### src/hw/rtl/avp_pkg.sv
// Shared types, ASCII codes and a digit helper for the voltage/power field parser.
package avp_pkg;

   localparam int WinLen = 11;
   localparam int ByteW  = 8;
   localparam int ValueW = 23;
   localparam int CountW = 32;
   localparam int FillW  = 4;

   typedef logic [ByteW-1:0]         byte_type;
   typedef logic signed [ValueW-1:0] value_type;
   typedef logic [CountW-1:0]        count_type;
   typedef logic [FillW-1:0]         fill_type;

   typedef enum logic {
      KindVoltage = 1'b0,
      KindPower   = 1'b1
   } kind_type;

   localparam fill_type FillFull = FillW'(WinLen);

   localparam byte_type AsciiUpperV = 8'd86;
   localparam byte_type AsciiLowerO = 8'd111;
   localparam byte_type AsciiUpperP = 8'd80;
   localparam byte_type AsciiLowerS = 8'd115;
   localparam byte_type AsciiDot    = 8'd46;
   localparam byte_type AsciiSpace  = 8'd32;
   localparam byte_type AsciiCr     = 8'd13;
   localparam byte_type AsciiLf     = 8'd10;
   localparam byte_type AsciiZero   = 8'd48;

   localparam value_type Weight1e4 = 23'sd10000;
   localparam value_type Weight1e3 = 23'sd1000;
   localparam value_type Weight1e2 = 23'sd100;
   localparam value_type Weight1e1 = 23'sd10;

   // Byte minus the code of '0', with no check that the byte is a digit.
   function automatic value_type digit_val(input byte_type b);
      value_type ext;
      ext = value_type'(b);
      return ext - value_type'(AsciiZero);
   endfunction

endpackage

### src/hw/rtl/avp_req_if.sv
// Receive byte channel: one UART byte and its end-of-burst mark per transaction.
interface avp_req_if;
   logic                valid;
   logic                ready;
   avp_pkg::byte_type   rx_byte;
   logic                burst_end;

   modport source (output valid, output rx_byte, output burst_end, input ready);
   modport sink   (input valid, input rx_byte, input burst_end, output ready);
endinterface

### src/hw/rtl/avp_rsp_if.sv
// Result channel: one parsed field value and its match count per transaction.
interface avp_rsp_if;
   logic                 valid;
   logic                 ready;
   logic                 value_kind;
   avp_pkg::value_type   value_hundredths;
   avp_pkg::count_type   match_count;

   modport source (output valid, output value_kind, output value_hundredths,
                   output match_count, input ready);
   modport sink   (input valid, input value_kind, input value_hundredths,
                   input match_count, output ready);
endinterface

### src/hw/rtl/ascii_voltage_power_field_parser_core.sv
// Throughput: one byte per cycle while the result side takes each result.
// The window register is the input stage; the field match and digit sum sit
// between it and the result register, so the result register sets the pace.
// Reset (synchronous, active high) empties the window and clears both match
// counters and all valid flags; window bytes are not cleared.
module ascii_voltage_power_field_parser_core (
   input  logic               clock,
   input  logic               reset,
   avp_req_if.sink            req,
   avp_rsp_if.source          rsp
);

   // Sliding window, entry 0 is the oldest byte. It is the input register of
   // the single processing stage: it holds the window as it stands after the
   // accepted byte has been shifted in.
   avp_pkg::byte_type  win_ff [avp_pkg::WinLen];
   avp_pkg::fill_type  fill_ff, fill_in, fill_sat;

   // Stage flags: a transaction is pending evaluation, and whether its window
   // was full once its byte had been shifted in.
   logic               s1_valid_ff, s1_valid_in;
   logic               s1_eval_ff, s1_eval_in;

   // Running match counters per field kind.
   avp_pkg::count_type volt_ff, volt_in;
   avp_pkg::count_type power_ff, power_in;

   // Result register.
   logic               rsp_valid_ff, rsp_valid_in;
   avp_pkg::kind_type  kind_ff, kind_in;
   avp_pkg::value_type value_ff, value_in;
   avp_pkg::count_type count_ff, count_in;

   logic               req_take;
   logic               s1_adv;
   logic               rsp_free;

   // Field decode results.
   logic               volt_anchor, power_anchor;
   logic               hit;
   logic               bump_volt, bump_power;
   avp_pkg::kind_type  hit_kind;
   avp_pkg::value_type hit_value;
   avp_pkg::value_type d3, d4, d5, d6, d7, d8;

   // The result register can load when it is empty or is being emptied now.
   // The stage always moves on under that condition, whether or not the
   // window produces a result, so a new byte can enter in the same cycle.
   assign rsp_free  = !rsp_valid_ff || rsp.ready;
   assign s1_adv    = s1_valid_ff && rsp_free;
   assign req.ready = !s1_valid_ff || s1_adv;
   assign req_take  = req.valid && req.ready;

   // Fill count saturates at the window length; the end-of-burst mark empties
   // the window only after its own byte has been evaluated.
   always_comb begin
      fill_sat = (fill_ff == avp_pkg::FillFull) ? fill_ff
                                                : fill_ff + avp_pkg::fill_type'(1);
      fill_in  = fill_ff;
      s1_eval_in = s1_eval_ff;
      if (req_take) begin
         fill_in    = req.burst_end ? '0 : fill_sat;
         s1_eval_in = (fill_sat == avp_pkg::FillFull);
      end
      s1_valid_in = req_take ? 1'b1 : (s1_adv ? 1'b0 : s1_valid_ff);
   end

   always_ff @(posedge clock) begin
      if (req_take) begin
         for (int i = 0; i < avp_pkg::WinLen - 1; i++) begin
            win_ff[i] <= win_ff[i+1];
         end
         win_ff[avp_pkg::WinLen-1] <= req.rx_byte;
      end
   end

   // Digit slots as signed values (no digit check).
   assign d3 = avp_pkg::digit_val(win_ff[3]);
   assign d4 = avp_pkg::digit_val(win_ff[4]);
   assign d5 = avp_pkg::digit_val(win_ff[5]);
   assign d6 = avp_pkg::digit_val(win_ff[6]);
   assign d7 = avp_pkg::digit_val(win_ff[7]);
   assign d8 = avp_pkg::digit_val(win_ff[8]);

   assign volt_anchor  = (win_ff[0] == avp_pkg::AsciiUpperV) &&
                         (win_ff[1] == avp_pkg::AsciiLowerO);
   assign power_anchor = (win_ff[0] == avp_pkg::AsciiUpperP) &&
                         (win_ff[1] == avp_pkg::AsciiLowerS);

   // Forms are tried in a fixed order and the first fit wins. Byte 2 follows
   // the anchor and is always skipped. Only the two-digit power form advances the
   // power counter; the other power forms report the count as it stands.
   always_comb begin
      hit        = 1'b0;
      bump_volt  = 1'b0;
      bump_power = 1'b0;
      hit_kind   = avp_pkg::KindVoltage;
      hit_value  = '0;
      if (s1_eval_ff) begin
         priority if (volt_anchor) begin
            priority if (win_ff[5] == avp_pkg::AsciiDot &&
                         win_ff[8] == avp_pkg::AsciiSpace) begin
               hit       = 1'b1;
               bump_volt = 1'b1;
               hit_value = d3 * avp_pkg::Weight1e3 + d4 * avp_pkg::Weight1e2 +
                           d6 * avp_pkg::Weight1e1 + d7;
            end else if (win_ff[4] == avp_pkg::AsciiDot &&
                         win_ff[7] == avp_pkg::AsciiSpace) begin
               // Short voltage form: units, tenths and hundredths, no tens digit.
               hit       = 1'b1;
               bump_volt = 1'b1;
               hit_value = d3 * avp_pkg::Weight1e2 + d5 * avp_pkg::Weight1e1 + d6;
            end else begin
               hit = 1'b0;
            end
         end else if (power_anchor) begin
            hit_kind = avp_pkg::KindPower;
            priority if (win_ff[5] == avp_pkg::AsciiDot &&
                         win_ff[8] == avp_pkg::AsciiCr &&
                         win_ff[9] == avp_pkg::AsciiLf) begin
               hit        = 1'b1;
               bump_power = 1'b1;
               hit_value  = d3 * avp_pkg::Weight1e3 + d4 * avp_pkg::Weight1e2 +
                            d6 * avp_pkg::Weight1e1 + d7;
            end else if (win_ff[6] == avp_pkg::AsciiDot &&
                         win_ff[9] == avp_pkg::AsciiCr &&
                         win_ff[10] == avp_pkg::AsciiLf) begin
               hit       = 1'b1;
               hit_value = d3 * avp_pkg::Weight1e4 + d4 * avp_pkg::Weight1e3 +
                           d5 * avp_pkg::Weight1e2 + d7 * avp_pkg::Weight1e1 + d8;
            end else if (win_ff[4] == avp_pkg::AsciiDot &&
                         win_ff[7] == avp_pkg::AsciiCr &&
                         win_ff[8] == avp_pkg::AsciiLf) begin
               hit       = 1'b1;
               hit_value = d3 * avp_pkg::Weight1e2 + d5 * avp_pkg::Weight1e1 + d6;
            end else begin
               hit = 1'b0;
            end
         end else begin
            hit = 1'b0;
         end
      end
   end

   // Counters and the result register load together when the stage advances with a hit.
   always_comb begin
      volt_in      = volt_ff;
      power_in     = power_ff;
      rsp_valid_in = rsp_valid_ff && !rsp.ready;
      kind_in      = kind_ff;
      value_in     = value_ff;
      count_in     = count_ff;
      if (s1_adv && hit) begin
         if (bump_volt) begin
            volt_in = volt_ff + avp_pkg::count_type'(1);
         end
         if (bump_power) begin
            power_in = power_ff + avp_pkg::count_type'(1);
         end
         rsp_valid_in = 1'b1;
         kind_in      = hit_kind;
         value_in     = hit_value;
         count_in     = (hit_kind == avp_pkg::KindPower) ? power_in : volt_in;
      end
   end

   always_ff @(posedge clock) begin
      if (reset) begin
         fill_ff      <= '0;
         s1_valid_ff  <= 1'b0;
         s1_eval_ff   <= 1'b0;
         volt_ff      <= '0;
         power_ff     <= '0;
         rsp_valid_ff <= 1'b0;
      end else begin
         fill_ff      <= fill_in;
         s1_valid_ff  <= s1_valid_in;
         s1_eval_ff   <= s1_eval_in;
         volt_ff      <= volt_in;
         power_ff     <= power_in;
         rsp_valid_ff <= rsp_valid_in;
      end
   end

   always_ff @(posedge clock) begin
      kind_ff  <= kind_in;
      value_ff <= value_in;
      count_ff <= count_in;
   end

   assign rsp.valid            = rsp_valid_ff;
   assign rsp.value_kind       = kind_ff;
   assign rsp.value_hundredths = value_ff;
   assign rsp.match_count      = count_ff;

   // The fill count never passes the window length.
   a_fill_bound: assert property (@(posedge clock) disable iff (reset)
      fill_ff <= avp_pkg::FillFull)
      else $error("window fill count beyond window length");

   // The input side stalls only behind a result that is held back.
   a_stall_cause: assert property (@(posedge clock) disable iff (reset)
      !req.ready |-> (s1_valid_ff && rsp_valid_ff && !rsp.ready))
      else $error("input stalled without a held result");

   // A voltage result carries the incremented voltage count.
   a_volt_count: assert property (@(posedge clock) disable iff (reset)
      (s1_adv && hit && hit_kind == avp_pkg::KindVoltage)
      |=> (volt_ff == $past(volt_ff) + avp_pkg::count_type'(1)) &&
          (rsp.match_count == volt_ff))
      else $error("voltage count not advanced with its result");

   // The power counter never moves without a power result being loaded.
   a_power_hold: assert property (@(posedge clock) disable iff (reset)
      !(s1_adv && hit && hit_kind == avp_pkg::KindPower) |=> $stable(power_ff))
      else $error("power count changed without a power match");

endmodule

### src/flat_wrapper.sv
// flat-port wrapper written by rule: the top's interface ports become plain ports
module ascii_voltage_power_field_parser_core_flat 
  (clock, reset, req_valid, req_rx_byte, req_burst_end, req_ready, rsp_valid, rsp_value_kind, rsp_value_hundredths, rsp_match_count, rsp_ready);
  avp_req_if req_i ();
  avp_rsp_if rsp_i ();
  input  logic clock;
  input  logic reset;
  input wire logic [$bits(req_i.valid)-1:0] req_valid;
  input wire logic [$bits(req_i.rx_byte)-1:0] req_rx_byte;
  input wire logic [$bits(req_i.burst_end)-1:0] req_burst_end;
  output wire logic [$bits(req_i.ready)-1:0] req_ready;
  output wire logic [$bits(rsp_i.valid)-1:0] rsp_valid;
  output wire logic [$bits(rsp_i.value_kind)-1:0] rsp_value_kind;
  output wire logic [$bits(rsp_i.value_hundredths)-1:0] rsp_value_hundredths;
  output wire logic [$bits(rsp_i.match_count)-1:0] rsp_match_count;
  input wire logic [$bits(rsp_i.ready)-1:0] rsp_ready;
  assign req_i.valid = req_valid;
  assign req_i.rx_byte = req_rx_byte;
  assign req_i.burst_end = req_burst_end;
  assign req_ready = req_i.ready;
  assign rsp_valid = rsp_i.valid;
  assign rsp_value_kind = rsp_i.value_kind;
  assign rsp_value_hundredths = rsp_i.value_hundredths;
  assign rsp_match_count = rsp_i.match_count;
  assign rsp_i.ready = rsp_ready;
  ascii_voltage_power_field_parser_core u_core (.clock(clock), .reset(reset), .req(req_i), .rsp(rsp_i));
endmodule
### config.mk
export PLATFORM = sky130hd
export DESIGN_NAME = ascii_voltage_power_field_parser_core_flat
export DESIGN_NICKNAME = d
export VERILOG_FILES = /design/src/hw/rtl/avp_pkg.sv /design/src/hw/rtl/avp_req_if.sv /design/src/hw/rtl/avp_rsp_if.sv /design/src/hw/rtl/ascii_voltage_power_field_parser_core.sv /design/src/flat_wrapper.sv
export SDC_FILE = /design/constraint.sdc
export NUM_CORES = 1
export LEC_CHECK = 0
export BUFFER_PORTS_ARGS = -buffer_cell sky130_fd_sc_hd__buf_4
export CAP_MARGIN = 10
export CORE_ASPECT_RATIO = 1.25
export CORE_MARGIN = 3
export CORE_UTILIZATION = 40
export DETAILED_ROUTE_END_ITERATION = 8
export PLACE_DENSITY = 0.67
export SLEW_MARGIN = 15
export SYNTH_ARGS = -nofsm -noshare
export SYNTH_HDL_FRONTEND = slang
export SYNTH_SLANG_ARGS = --single-unit
### constraint.sdc
create_clock -name clock -period 23.4 [get_ports clock]
set_clock_uncertainty 0.2 [all_clocks]
set_input_delay 1.17 -clock clock [delete_from_list [all_inputs] [get_ports clock]]
set_output_delay 1.17 -clock clock [all_outputs]
set_load 0.01 [all_outputs]
==> results of run 1 <==
layer usage:
metal | GRT usage | vias up
li1 | - | 8519
met5 | 0 | -
met1 | 0.238 | 8894
met2 | 0.379 | 521
met3 | 0.0213 | 151
met4 | 0.101 | 0
kinds of logic after synthesis:
| kind of cell | count (synthesis) |
|---|---|
| simple gates | 569 |
| mux | 9 |
| compound gates | 453 |
| xor+xnor | 266 |
| other cells | 2 |
| fa+ha+maj | 529 |
| flops | 215 |
| buf+inv | 426 |
state kept, by name, summed over array words and instances (netlist names):
signal	flops
u_core.power_ff	32
u_core.s1_valid_ff	1
u_core.win_ff	88
u_core.rsp.valid	1
u_core.rsp.value_hundredths	23
u_core.rsp.match_count	32
u_core.s1_eval_ff	1
u_core.volt_ff	32
u_core.fill_ff	4
u_core.rsp.value_kind	1
cell usage in the layout, fill, tap and decap left out, types with 17 or more instances in the layout:
cell / instances
a211oi_1: 17
a21o_1: 43
a21oi_1: 150
and2_1: 21
and3_1: 29
buf_4: 87
clkbuf_16: 24
dfxtp_1: 71
edfxtp_1: 144
fa_1: 212
ha_1: 317
inv_1: 373
nand2_1: 136
nand2b_1: 23
nand3_1: 50
nor2_1: 156
nor2b_1: 19
nor3_1: 31
o21a_1: 17
o21ai_0: 82
o22ai_1: 21
or3_1: 30
xnor2_1: 163
xor2_1: 102
per-stage QoR:
| step | utilization | std cells | area (um^2) |
|---|---|---|---|
| final | 0.443 | 3309 | 25900 |
| after global routing | 0.443 | 3309 | 25900 |
| after CTS | 0.443 | 3309 | 25900 |
| after detailed placement | 0.430 | 3265 | 25200 |
| after global placement | 0.430 | 3265 | 25200 |
| after floorplan | - | 2469 | 23800 |
worst max-delay path by stage:
stage                              from                         endpoint  slack, ns  depth (start not counted)
finish              u_core.win_ff[4][5]  u_core.rsp.value_hundredths[20]      14.38                         28
detailed placement  u_core.win_ff[4][5]  u_core.rsp.value_hundredths[20]      14.45                         28
floorplan           u_core.win_ff[3][5]  u_core.rsp.value_hundredths[20]      15.12                         28
CTS                 u_core.win_ff[4][5]  u_core.rsp.value_hundredths[20]      14.43                         28
global route        u_core.win_ff[4][5]  u_core.rsp.value_hundredths[20]      13.89                         28
global placement    u_core.win_ff[4][5]  u_core.rsp.value_hundredths[20]      14.60                         28
area by class of cell:
class | count | area [um^2]
fillers | 5523 | 32700
multi-input cells | 1828 | 16400
flip-flops and latches | 215 | 5750
inverters | 378 | 1420
well taps | 757 | 947
repair buffers | 87 | 653
clock buffers | 31 | 637
clock inverters | 13 | 103
==> impl_metrics.yaml, run 1 <==
run_status:
  status: "finished, final reports clean"
place:
  place.gp.congestion: 0.968
  pre_cts_slack_ns: 14.45
  portBuffers: 70
  dp_hpwl_mm: 53.0
yosys:
  ys_types: 86
  synth_compound_area_frac: 0.121
  synth_mux_area_frac: 0.00384
  syn-num-nets: 3011
  yosysSeqAreaShare: 0.242
  yosys.area_share.xor_xnor: 0.0986
  avgSynthCellArea_um2: 9.62
  synth_edf_count: 144
  synth-simple-area-share: 0.122
  synth-main-ff-cell: "edfxtp_1"
  synthAdderAreaFrac: 0.346
  synth_commonest_cells: "inv_1 (375), ha_1 (317), fa_1 (212), xnor2_1 (163), nor2_1 (158)"
  netlist_area_um2: 23800
  yosysWarnings: 0
  yosysTopAreaCell: "edfxtp_1"
  synthCells: 2469
  synth_area_leaders: "edfxtp_1 (18%), fa_1 (18%), ha_1 (17%), xnor2_1 (6.0%), dfxtp_1 (6.0%)"
  yosysMostFrequentCell: "inv_1"
  yosysTopAreaCellShare: 0.182
  async_reset_ff_frac: 0
  postSynthRegisterBits: 215
  synth_top_family_by_area: "adder cells"
worst_setup_path:
  critical_path_class: "register to register"
  crit_family: "adder cells"
  reg2reg_depth: 28
  cp_max_fo: 14
  cp.required_ns: 23.50
  r2r_setup_slack_ns: 14.38
  cp_common_cell: "fa_1"
  critPathMaxStageDelay_ns: 0.71
  crit_path_top_delay_cell: "or3_1"
  reg2reg_to: "u_core.rsp.value_hundredths[20]"
  reg2reg_from: "u_core.win_ff[4][5]"
  endpoint_kind: "register"
  cp.arrival_ns: 9.12
  worst-path-buf-inv: 4
  cp-start-kind: "register"
global_routing:
  grt_pass1_vias: 18900
  overflow: 0
  grt_use_total: 0.206
  grt_max_degree: 72
  grt_pass1_wl_mm: 102
  grt_antenna_before_repair: 0
cts:
  cts_buffers: 24
  clock_latency_ns: 0.55
  holdBufCountCts: 0
  htreeDepth: 1
  clk_pin_slew_ns: 0.07
  cts_tree: "yes"
  cts.repair.resized: 0
  post_cts_buffers: 0
  clockRootBuffer: "clkbuf_16"
  cts_sinks: 215
  clockBufferDepth: 3
timing:
  timing.hold.ws_ns: 0.231
  final-max-slew-violation-count: 0
  fmax_ghz: 0.111
  hold_violations: 0
  maxSlewHeadroom: 0.289
  setup_tns_ns: 0
  setup_viol: 0
  rsz0062_at_grt: "false"
  tightest_slew_ns: 1.06
  period_minus_slack_ns: 9.02
  fin_ws_ns: 14.38
  finalCritPeriodShare: 0.385
route:
  met1_length_mm: 25.0
  first_pass_iters: 5
  ant_nets: 0
  wl_met3_mm: 3.04
  vias: 18100
  viasPerCell: 5.47
  drtIter0Drc: 1182
  wl_mm: 64.3
  route.met2.wl_mm: 32.7
  drc: 0
  wl_per_cell_um: 19.4
  top_layer: "met4"
floorplanning:
  start_util: 0.406
  coreArea_um2: 58600
  dieArea_um2: 62400
  die_x_um: 224
  std_cell_rows: 99
  die_height_um: 279
  ioPinCount: 71
finish:
  layout-drive-gt1-share: 0.0631
  syn2layout_area_growth_pct: 9.16
  nets: 3076
  antenna_cells: 0
min_path:
  min_path_cells: 0
  hold_start: "u_core.win_ff[2][0]"
  holdCritPathClass: "register to register"
  holdPathEnd: "u_core.win_ff[1][0]"
flow_run:
  cap_viol_max_count: 0
Power of run 1 is not shown: default switching activity piles up to over one toggle a cycle in this logic, so the estimate is an artifact.
==> run 2: changes to the inputs <==
Settings changed: PLACE_DENSITY 0.67 to 0.69.
Clock period 23.4 ns to 7.5 ns, I/O delays scaled along.
==> run 2 against run 1 <==
  * Critical endpoint is now u_core.rsp.value_hundredths[18]
  * The run now ends with setup timing left
  * Routed wire length rose by 4.4%
  * Sequential share of layout area fell by 2.0 points
  * Cell area rose by 9.7%
  * Final cell count rose by 7.5%
  * Fmax rose by 15%
  * First-iteration DRC count rose by 14%
  * Count of clock-buffer cells in the layout rose by 2
  * Global-route usage rose by 0.70 points
==> impl_metrics.yaml, run 2 (same netlist as run 1, synthesis figures left out) <==
min_path:
  holdCritPathClass: "input port to register"
  min_path_cells: 2
timing:
  fmax_ghz: 0.127
  tightest_slew_ns: 0.906
  finalCritPeriodShare: 1.05
  rsz0062_at_grt: "true"
  hold_violations: 0
  maxSlewHeadroom: 0.396
  setup_viol: 7
  period_minus_slack_ns: 7.87
  final-max-slew-violation-count: 0
  timing.hold.ws_ns: 0.154
  fin_ws_ns: -0.374
finish:
  final_cell_mix: "inv_1 (364), buf_4 (315), ha_1 (298)"
  largest_register: "u_core.win_ff"
  final_common_cell: "inv_1"
  multi_input_area_um2: 17000
  syn2layout_area_growth_pct: 19.7
  nets: 3322
  layout.area.seq_um2: 5750
  layout-drive-gt1-share: 0.171
  n_fill_cell: 5341
  largest_reg_flops: 88
run_status:
  violations: "setup timing"
  status: "complete, but fails checks"
floorplanning:
  std_cell_rows: 99
  dieArea_um2: 62400
  coreArea_um2: 58600
  start_util: 0.406
  ioPinCount: 71
  die_x_um: 224
  die_height_um: 279
worst_setup_path:
  critical_path_class: "register to register"
  endpoint_kind: "register"
  cp.arrival_ns: 7.99
  cp.depth: 30
  cp.required_ns: 7.61
  crit_family: "adder cells"
  reg2reg_depth: 30
  worst-path-buf-inv: 7
  crit_path_top_delay_cell: "fa_1"
  cp_common_cell: "fa_1"
  cp-start-kind: "register"
  cp_max_fo: 4
  critPathMaxStageDelay_ns: 0.51
route:
  met1_length_mm: 26.1
  first_pass_iters: 6
  wl_met3_mm: 3.01
  drc: 0
  ant_nets: 0
  viasPerCell: 5.35
  route.met2.wl_mm: 34.5
  wl_per_cell_um: 18.9
  wl_mm: 67.1
  top_layer: "met4"
  vias: 19000
  drtIter0Drc: 1353
cts:
  htreeDepth: 1
  cts_buffers: 25
  cts_tree: "yes"
  clock_latency_ns: 0.56
  clockRootBuffer: "clkbuf_16"
  cts_sinks: 215
  clk_pin_slew_ns: 0.06
  clockBufferDepth: 3
global_routing:
  grt_max_degree: 72
  overflow: 0
  grt_pass1_vias: 19800
  grt_antenna_before_repair: 1
  grt_use_total: 0.213
  grt_pass1_wl_mm: 105
place:
  place.gp.congestion: 0.961
  dp_hpwl_mm: 55.3
  pre_cts_slack_ns: -0.510
  portBuffers: 70
flow_run:
  cap_viol_max_count: 0
## run 2: cell count changes in the layout (fill, tap and decap cells not counted), sizes merged
| cell | delta |
|---|---|
| dlygate4sd3 | +12 |
| inv | +2 |
| buf | +233 |
| bufinv | -1 |
| clkinv | -2 |
| clkinvlp | +1 |
| diode | +2 |
| clkbuf | +2 |
## run 2: cell type report
cell class,instances,share of cell area
Multi-Input combinational cell,1828,0.598
Sequential cell,215,0.202
Timing Repair Buffer,332,0.0893
Inverter,378,0.0504
Tap cell,757,0.0333
Clock buffer,33,0.0237
Clock inverter,13,0.00343
Antenna cell,2,0.000176
## run 2: worst reg2reg max path, delay by kind of cell, from the launching register on
kind,cells,cell delay [ns]
AND/OR/NAND/NOR,3,0.90
AO/OA/AOI/OAI,8,1.36
adder cells (fa/ha/maj),10,3.99
buffers and inverters,7,0.46
flip-flops,1,0.49
XOR/XNOR,2,0.27
## run 2: worst paths after layout
path                            start                         endpoint  slack, ns
setup / recovery  u_core.win_ff[4][5]  u_core.rsp.value_hundredths[18]      -0.37
hold / removal                  reset                u_core.fill_ff[1]       0.15
setup reg to reg  u_core.win_ff[4][5]  u_core.rsp.value_hundredths[18]      -0.37
hold reg to reg   u_core.win_ff[2][7]              u_core.win_ff[1][7]       0.22
## run 2: layer usage
| metal | global-route usage | vias up |
|---|---|---|
| met4 | 0.0967 | 0 |
| met1 | 0.248 | 9311 |
| met2 | 0.393 | 554 |
| met5 | 0 | - |
| li1 | - | 9021 |
| met3 | 0.0215 | 147 |
## run 2: through the flow
step	TNS (ns)	area, um^2	util	std cells
3_3_place_gp	-1.85	27100	0.463	3485
6_report	-1.75	28500	0.486	3558
2_1_floorplan	-0.723	24000	-	2469
5_1_grt	-4.23	28400	0.486	3556
4_1_cts	-1.88	28100	0.479	3544
3_5_place_dp	-2.59	27100	0.463	3485
## run 2: repair_timing
| item | 4_1_cts | 5_1_grt |
|---|---|---|
| setup buffers | 1 | 12 |
| gates resized for setup | 21 | 56 |
| hold endpoints to repair | 11 | 0 |
| setup endpoints to repair | 8 | 9 |
| hold buffers | 12 | 0 |
| pin swaps | 14 | 54 |
Power of run 2 is left out for the same reason.
